--- config.mk ---
export PLATFORM = sky130hd
export DESIGN_NAME = tpc_mul
export DESIGN_NICKNAME = d
export VERILOG_FILES = /design/src/tpc_pkg.sv /design/src/tpc_mul.sv
export SDC_FILE = /design/constraint.sdc
export NUM_CORES = 2
export LEC_CHECK = 0
export ABC_AREA = 0
export BUFFER_PORTS_ARGS = -buffer_cell sky130_fd_sc_hd__buf_2
export CAP_MARGIN = 20
export CORE_MARGIN = 2
export CORE_UTILIZATION = 53
export CTS_CLUSTER_DIAMETER = 30
export CTS_CLUSTER_SIZE = 20
export DETAILED_ROUTE_END_ITERATION = 6
export PLACE_DENSITY = 0.81
export REMOVE_ABC_BUFFERS = 1
export SLEW_MARGIN = 5
export SYNTH_ARGS = -nofsm -noshare
export SYNTH_HDL_FRONTEND = slang
export SYNTH_SLANG_ARGS = --single-unit
--- constraint.sdc ---
create_clock -name clk -period 10.7 [get_ports clk]
set_input_delay 1.07 -clock clk [delete_from_list [all_inputs] [get_ports clk]]
set_output_delay 1.07 -clock clk [all_outputs]
set_load 0.1 [all_outputs]
--- src/tpc_pkg.sv ---
package tpc_pkg;

    localparam int COORD_W = 32;

    typedef struct packed {
        logic signed [COORD_W-1:0] x;
        logic signed [COORD_W-1:0] y;
        logic signed [COORD_W-1:0] z;
    } vertex_t;

    // Register indexes of the plane coefficients.
    typedef enum logic [1:0] {
        REG_A = 2'd0,
        REG_B = 2'd1,
        REG_C = 2'd2,
        REG_D = 2'd3
    } reg_idx_t;

endpackage

--- src/tpc_mul.sv ---
module tpc_mul import tpc_pkg::*; (
    input  logic                        clk,
    input  logic signed [COORD_W:0]     op_a,
    input  logic signed [COORD_W:0]     op_b,
    output logic signed [2*COORD_W+1:0] prod
);

    logic signed [2*COORD_W+1:0] prod_reg;

    always_ff @(posedge clk)
    begin
        prod_reg <= op_a * op_b;
    end

    assign prod = prod_reg;

endmodule

==> key figures <==
Run
  – Max-cap violations: 0

Layout
  – Share of cells above drive strength 1: 0.04516
  – P&R area growth vs syn: 3.649%
  – Layout fillers: 6508
  – Final Net Count: 5699
  – Multi-input gate area: 34320 sq um
  – Reg area: 1321 sq um
  – Max FFs per register: 66

Die
  – CORE AREA: 76080 sq um
  – # rows: 101
  – Die ar.: 79090 sq um
  – Die extent in x: 281.2 microns
  – Die height: 281.2 microns
  – Top Ports: 133
  – Effective utilization at floorplan: 0.5354

Global route
  – Total global-route track usage: 0.2712
  – Number of global-route vias before repair: 32350
  – Largest net degree at the start of global routing: 34
  – Initial antenna violation count: 5
  – First-pass GRT wire length: 166800 microns
  – Total grt overflow: 0

Clocking
  – Reg clk slew, reported paths: 0.06 ns
  – CTS sink cnt: 66
  – Post-CTS setup buffers: 0
  – TritonCTS Buffers: 9
  – Hold_buf cts: 0
  – H-tree depth: 3
  – CTS root buf: clkbuf_16
  – CTS resizes: 0
  – CTS tree: yes
  – Clk buf depth: 2

Critical path
  – Critical path cell sequence: buf_2 > nand2_1 > inv_1 > fa_1 > fa_1 > inv_1 > fa_1 > inv_1 > fa_1 > fa_1 > fa_1 > fa_1 > inv_1 > fa_1 > inv_1 > ha_1 > and3_1 > nand3_1 > nand2b_1 > a2111oi_4 > a211oi_4 > a21oi_2 > nor4b_2 > a311oi_1
  – CP Max Fanout: 33
  – Critical Path Sink Type: flop
  – Crit path launch type: primary input
  – Cell with the largest stage delay on the worst path: fa_1
  – CP most frequent cell: fa_1
  – WP data required: 10.97 ns
  – CP Class: in -> reg
  – Max incr delay on CP: 1.20 ns
  – Critical Path AT: 9.16 ns

Hold path
  – Worst Hold Class: in -> reg

STA
  – Tcrit/Tclk final: 0.8310
  – Setup TNS: 0 ns
  – Fin crit period: 8.891 ns
  – Slew HR: 0.3058
  – Final Max Tran Viols: 0
  – Final Setup Violations: 0
  – RSZ-0062 raised after global routing: false
  – Final Hold Violating Endpoints: 0
  – Max Freq: 112.5 MHz
  – Actual slew at the worst max-slew pin: 1.040 ns

Place
  – IO buf count: 132
  – RePlAce Congestion: 0.9269
  – Dpl hpwl: 83700 microns

Yosys
  – Mapped Cells: 4338
  – Synth cell types: 80
  – Sequential area share after synthesis: 0.03244
  – Ys Warns: 0
  – Asr flop ratio synth: 0
  – Post-Syn Area: 40730 sq um
  – Main flop type after synthesis: dfxtp_1
  – Synthesized area per cell: 9.390 sq um
  – Synth Register Bits: 66
  – Post-synth EDFFs: 0

Route
  – Vias per cell: 5.453
  – DRC violations left: 0
  – Avg WL per Cell: 18.92 microns
  – Initial DRC count: 1892
  – DRT Pass-1 Iters: 5
  – DR vias: 28930
  – Post-route antenna net violation count: 0
  – Total Wirelength: 100400 microns

Run status
  – Status: completed
==> area by class of cell <==
cell class | instances | area share
clock inverters | 4 | 0.001245
flip-flops and latches | 66 | 0.03129
well taps | 1030 | 0.03052
multi-input cells | 2920 | 0.8128
diodes | 1 | 0.00005927
clock buffers | 11 | 0.005749
repair buffers | 142 | 0.01778
inverters | 1131 | 0.1006
==> final timing paths <==
check / startpoint / end / depth (start not counted)
worst max-delay path: op_b[6] / prod[58] / 24
worst min-delay path: op_b[0] / prod[0] / 2
==> through the flow <==
stage	instance area [sq um]	worst slack, ns	hold slack (ns)	util	cells
finish	42220	1.809	1.305	0.5550	5305
global route	42220	1.358	1.306	0.5549	5304
CTS	42190	1.933	1.252	0.5546	5302
detailed placement	41890	1.552	1.620	0.5507	5287
global placement	41890	1.700	1.621	0.5507	5287
floorplan	39880	2.748	1.192	-	4117
==> synthesized netlist by cell type, types with 4 or more instances <==
cell type	instances	area [sq um]
nor2b_1	5	31.28
xor2_1	25	219.0
and2_1	562	3516
fa_1	1145	22920
nand2b_1	12	75.07
nor2_1	68	255.2
o21bai_1	11	82.58
nand3_1	25	125.1
nand2_1	551	2068
nand4_1	11	68.82
dfxtp_1	66	1321
a211oi_1	7	52.55
a21oi_1	57	285.3
inv_1	1131	4245
a21o_1	36	270.3
a211o_1	6	52.55
o21ai_0	25	125.1
xnor2_1	43	376.6
clkbuf_1	208	780.8
buf_2	11	55.05
and4_1	5	43.79
a31oi_1	8	50.05
o21ai_1	6	30.03
o21a_1	6	45.04
nor3_1	7	35.03
ha_1	217	2715
and3_1	5	31.28
o211ai_1	4	30.03
==> cells by family after synthesis <==
kind of cell	share of synthesized area
buf+inv	0.1251
simple gates	0.1578
flops	0.03244
fa+ha+maj	0.6294
compound gates	0.04067
xor+xnor	0.01462
==> layer usage <==
| layer | global-route usage | vias up | routed length, microns |
|---|---|---|---|
| met5 | 0.004378 | - | 58 |
| met3 | 0.05711 | 316 | 8148 |
| met1 | 0.3349 | 15150 | 37150 |
| li1 | - | 12180 | - |
| met2 | 0.4646 | 1282 | 50470 |
| met4 | 0.1092 | 4 | 4532 |
==> worst max-delay path, delay by kind of cell <==
kind | cells | cell delay (ns)
compound gates | 4 | 0.94
fa+ha+maj | 9 | 5.22
buf+inv | 6 | 1.02
simple gates | 5 | 0.88
==> layout by cell type (no fill, tap or decap), types with 3 or more instances in the layout <==
master,instances
a211o_1,6
a211oi_1,7
a211oi_2,3
a21o_1,36
a21oi_1,57
a21oi_2,3
a31oi_1,8
and2_1,562
and3_1,5
and4_1,5
buf_2,132
buf_4,8
clkbuf_16,9
clkinvlp_4,3
dfxtp_1,66
fa_1,1145
ha_1,217
inv_1,1131
nand2_1,551
nand2b_1,12
nand3_1,25
nand4_1,11
nor2_1,68
nor2b_1,5
nor3_1,7
o211ai_1,4
o21a_1,6
o21ai_0,25
o21ai_1,6
o21bai_1,11
o31ai_4,3
or2_2,3
or3_1,3
xnor2_1,43
xor2_1,25
Power is not shown: default switching activity piles up to over one toggle a cycle in this logic, so the estimate is an artifact.
