--- src/tpc_pkg.sv ---
package tpc_pkg;

    localparam int COORD_W = 32;

    typedef struct packed {
        logic signed [COORD_W-1:0] x;
        logic signed [COORD_W-1:0] y;
        logic signed [COORD_W-1:0] z;
    } vertex_t;

    // Register indexes of the plane coefficients.
    typedef enum logic [1:0] {
        REG_A = 2'd0,
        REG_B = 2'd1,
        REG_C = 2'd2,
        REG_D = 2'd3
    } reg_idx_t;

endpackage

--- src/tpc_div.sv ---
module tpc_div import tpc_pkg::*; #(
    parameter int FRACTION_BITS = 16
) (
    input  logic                     clk,
    input  logic                     rst_n,
    input  logic                     start,
    input  logic [62-FRACTION_BITS:0] num,
    input  logic [62-FRACTION_BITS:0] den,
    output logic                     done,
    output logic [FRACTION_BITS:0]   quot
);

    localparam int DW = 63 - FRACTION_BITS;
    localparam int TW = FRACTION_BITS + 1;
    localparam int CW = $clog2(TW + 1);

    logic [DW-1:0] rem_reg;
    logic [DW-1:0] den_reg;
    logic [TW-1:0] quot_reg;
    logic          feed_reg;
    logic [CW-1:0] cnt_reg;
    logic          busy_reg;
    logic          done_reg;
    logic [DW:0]   trial;

    assign trial = {rem_reg, feed_reg};

    // One quotient bit per cycle; the numerator is num shifted up by the
    // fraction width, so only the low bit of num is still to be fed in.
    always_ff @(posedge clk or negedge rst_n)
    begin
        if (!rst_n)
        begin
            busy_reg <= 1'b0;
            done_reg <= 1'b0;
            cnt_reg  <= '0;
        end
        else
        begin
            done_reg <= 1'b0;
            if (start)
            begin
                rem_reg  <= {1'b0, num[DW-1:1]};
                feed_reg <= num[0];
                den_reg  <= den;
                quot_reg <= '0;
                cnt_reg  <= CW'(TW);
                busy_reg <= 1'b1;
            end
            else if (busy_reg)
            begin
                feed_reg <= 1'b0;
                if (trial >= {1'b0, den_reg})
                begin
                    rem_reg  <= DW'(trial - {1'b0, den_reg});
                    quot_reg <= {quot_reg[TW-2:0], 1'b1};
                end
                else
                begin
                    rem_reg  <= trial[DW-1:0];
                    quot_reg <= {quot_reg[TW-2:0], 1'b0};
                end
                cnt_reg <= cnt_reg - 1'b1;
                if (cnt_reg == CW'(1))
                begin
                    busy_reg <= 1'b0;
                    done_reg <= 1'b1;
                end
            end
        end
    end

    assign done = done_reg;
    assign quot = quot_reg;

endmodule

--- config.mk ---
export PLATFORM = sky130hd
export DESIGN_NAME = tpc_div
export DESIGN_NICKNAME = d
export VERILOG_FILES = /design/src/tpc_pkg.sv /design/src/tpc_div.sv
export SDC_FILE = /design/constraint.sdc
export NUM_CORES = 1
export LEC_CHECK = 0
export BUFFER_PORTS_ARGS = -buffer_cell sky130_fd_sc_hd__buf_2
export CAP_MARGIN = 0
export CORE_ASPECT_RATIO = 1.75
export CORE_MARGIN = 10
export CORE_UTILIZATION = 58
export DETAILED_ROUTE_END_ITERATION = 10
export GPL_TIMING_DRIVEN = 0
export PLACE_DENSITY = 0.81
export SLEW_MARGIN = 20
export SYNTH_ARGS = -nofsm -noshare
export SYNTH_HDL_FRONTEND = slang
export SYNTH_SLANG_ARGS = --single-unit
export TNS_END_PERCENT = 10
--- constraint.sdc ---
create_clock -name clk -period 4.1 [get_ports clk]
set_input_delay 0.41 -clock clk [delete_from_list [all_inputs] [get_ports clk]]
set_output_delay 0.41 -clock clk [all_outputs]
set_load 0.01 [all_outputs]
==> summary.md <==
| Metric | Value |
|---|---|
| Status | complete, no violations |
| IO buf count | 114 |
| Crit path launch type | flop |
| Switching pwr | 1.94 mW |
| Cell Area, Synth | between 7000 and 8000 um^2 |
| Maximum VDD drop | 0.348 mV |
| Peak Freq | approximately 260 MHz |
| Worst-path clk slew | 0.06 ns |
| Post-CTS resize count | 0 |
| Ports | 115 |
| Fin area | 9200 um^2 |
| Wire per inst | 18.9 um |
| Worst Path Required | ~4.3 ns |
| Hold Path Class | in2reg |
| Final period utilization | 0.928 |
| Area occupied by multi-input gates | slightly below 4000 um^2 |
| CP max FO | 5 |
| Nets | 1043 |
| Worst Max-Slew Pin Slew | 0.732 ns |
| Root Buffer | clkbuf_16 |
| Post-CTS Setup Inserts | 0 |
| Chip Height | 174 um |
| Vias per std cell | 5.88 |
| Net Sw Frac | 0.372 |
| Routed Antenna Nets | 0 |
| CP Capture Type | flop |
| Synth top area share | 0.430 |
| Clock network fraction of total power | 0.263 |
| Total CTS buffers | 17 |
| Yosys reg bits | 119 |
| # DRC | 0 |
| Die Wd | 108 um |
| Seq/Total Area, Yosys | 0.452 |
| Sequential Area | 3540 um^2 |
| Setup-failing EPs final | 0 |
| Setup TNS | 0 ns |
| Synth-to-layout area growth | 17.5% |
| Synthesized instance count | between 700 and 800 |
| MaxCap Viol Count | 0 |
| Synth Area per Inst | 10.3 um^2 |
| Post-synth cell types | 64 |
| H-Tree Depth | 4 |
| ANT cells | 0 |
| Synth top area cells | edfxtp_1 (43%), ha_1 (7.8%), mux2i_1 (6.0%) |
| Setup CP Type | reg2reg |
| Placed instance area | 8650 um^2 |
| Internal power | 3.28 mW |
| Synth area leader | edfxtp_1 |
| Combinational share of power | 0.411 |
| EDFF count, synth | 112 |
| FILL cells | approximately 1100 |
| Via count | ~6400 |
| Asr flop ratio synth | 0.0588 |
| Slew Limit Fails | 0 |
| DRT Pass-1 Iters | 5 |
| Final cell count without fillers | about 1100 |
| Final Skew | ~0.0095 ns |
| Die area | roughly 19000 um^2 |
| Worst EP arrival | 3.97 ns |
| RSZ-0062 raised after global routing | false |
| Seq pwr share | 0.326 |
| Final Hold Vio Count | 0 |
| Vias in the first global route | 6835 |
| Largest net degree at the start of global routing | 48 |
| Grt total ovfl | 0 |
| Hold path depth | 1 |
| FP Rows | 56 |
| Global placement routability congestion | 0.949 |
| Post-DP HPWL | 15400 um |
| Syn nets | 908 |
| Initial antenna violation count | 0 |
| Yosys Warn Count | 0 |
| Routed wire length | between 20000 and 25000 um |
| Initial core utilization | 0.588 |
| Top_reg_cell synth | edfxtp_1 |
| Slew margin rel. | 0.512 |
| CTS tree | done |
| Most common cell after layout, fill and taps aside | buf_2 |
| Clock sinks | 119 |
| First-pass GRT wire length | 32700 um |
| Share of cells above drive strength 1 | 0.202 |
| Max Root-Sink Buffers | 2 |
| Pleak | between 4 and 5 nW |
| Most frequent cells in the layout | buf_2 (118), edfxtp_1 (112), nand2_1 (76), inv_1 (60), ha_1 (49) |
| R2R cell count | 14 |
| Clock Latency Late Sink | 0.42 ns |
| Power Density | ~570 nW/um^2 |
| Core area | 13300 um^2 |
| Initial DRC count | approximately 260 |
| Cts hold-fix bufs | 1 |
| Total track usage | 0.220 |
| Crit path time final | roughly 3.8 ns |
| Cells after DPL | between 1000 and 1500 |
-- metal layers --
metal,track usage,share of wire,up-vias
li1,-,-,3054
met1,0.223,0.37,3074
met2,0.404,0.55,192
met3,0.0488,0.049,47
met4,0.112,0.033,0
met5,0,0,-
-- through the flow --
stage	hold slack (ns)	setup WS (ns)	total power, mW	util
finish	0.158	0.294	5.22	0.691
global route	0.152	0.103	5.51	0.691
CTS	0.149	0.316	5.21	0.691
detailed placement	0.433	0.388	3.82	0.650
global placement	0.432	0.413	3.78	0.647
floorplan	0.114	0.713	3.31	-
-- power by group through the flow --
stage	clock network, mW	logic (mW)	registers, mW
floorplan	0	1.61	1.70
global placement	0	2.06	1.72
detailed placement	0	2.10	1.72
CTS	1.38	2.13	1.70
global route	1.43	2.35	1.73
finish	1.37	2.14	1.70
-- worst paths after layout --
path / startpoint / endpoint / slack, ns
min: den[7] / den_reg[7] / 0.16
min in group asynchronous: rst_n / done / 0.52
min reg2reg: cnt_reg[4] / cnt_reg[4] / 0.53
max in group asynchronous: rst_n / busy_reg / 3.18
max: feed_reg / rem_reg[36] / 0.29
max reg2reg: feed_reg / rem_reg[36] / 0.29
-- Yosys cell counts, types with 4 or more instances --
master,number
xor2_1,18
dfrtp_1,7
mux2i_1,47
inv_1,60
o211ai_1,4
clkbuf_1,20
nor2b_1,6
a211oi_1,8
a21oi_1,47
nand4_1,9
nor2_1,46
o21ai_1,32
nand2b_1,8
xnor2_1,29
buf_6,4
a21oi_2,4
a221o_1,15
ha_1,49
buf_2,4
nand3_1,9
o21bai_1,6
a21o_1,18
o21a_1,9
and2_1,17
and3_1,10
edfxtp_1,112
a31oi_1,5
nand2_1,76
o21ai_0,26
-- worst max-delay path, cell delays in order, from the launching register on --
cell and delay (ns):
edfxtp_1 0.35, inv_1 0.08, ha_1 0.16, inv_1 0.05
fa_1 0.44, a211oi_2 0.27, o21ai_2 0.11, a31oi_4 0.29
o21ai_2 0.14, a31oi_4 0.25, o21bai_1 0.12, a21o_1 0.23
and4b_1 0.19, or4_1 0.52, a221o_1 0.33
-- kinds of logic after synthesis --
| logic type | share of synthesized area |
|---|---|
| simple gates | 0.123 |
| xor+xnor | 0.0526 |
| fa+ha+maj | 0.0809 |
| mux | 0.0601 |
| compound gates | 0.181 |
| buf+inv | 0.0500 |
| flops | 0.452 |
-- final cells by class --
class	instances	share of cell area
Multi-Input combinational cell	550	0.425
Sequential cell	119	0.385
Timing Repair Buffer	116	0.0661
Clock buffer	18	0.0477
Inverter	61	0.0249
Tap cell	174	0.0237
Buffer	31	0.0177
Clock inverter	13	0.0107
(Power assumes the default switching activity.)
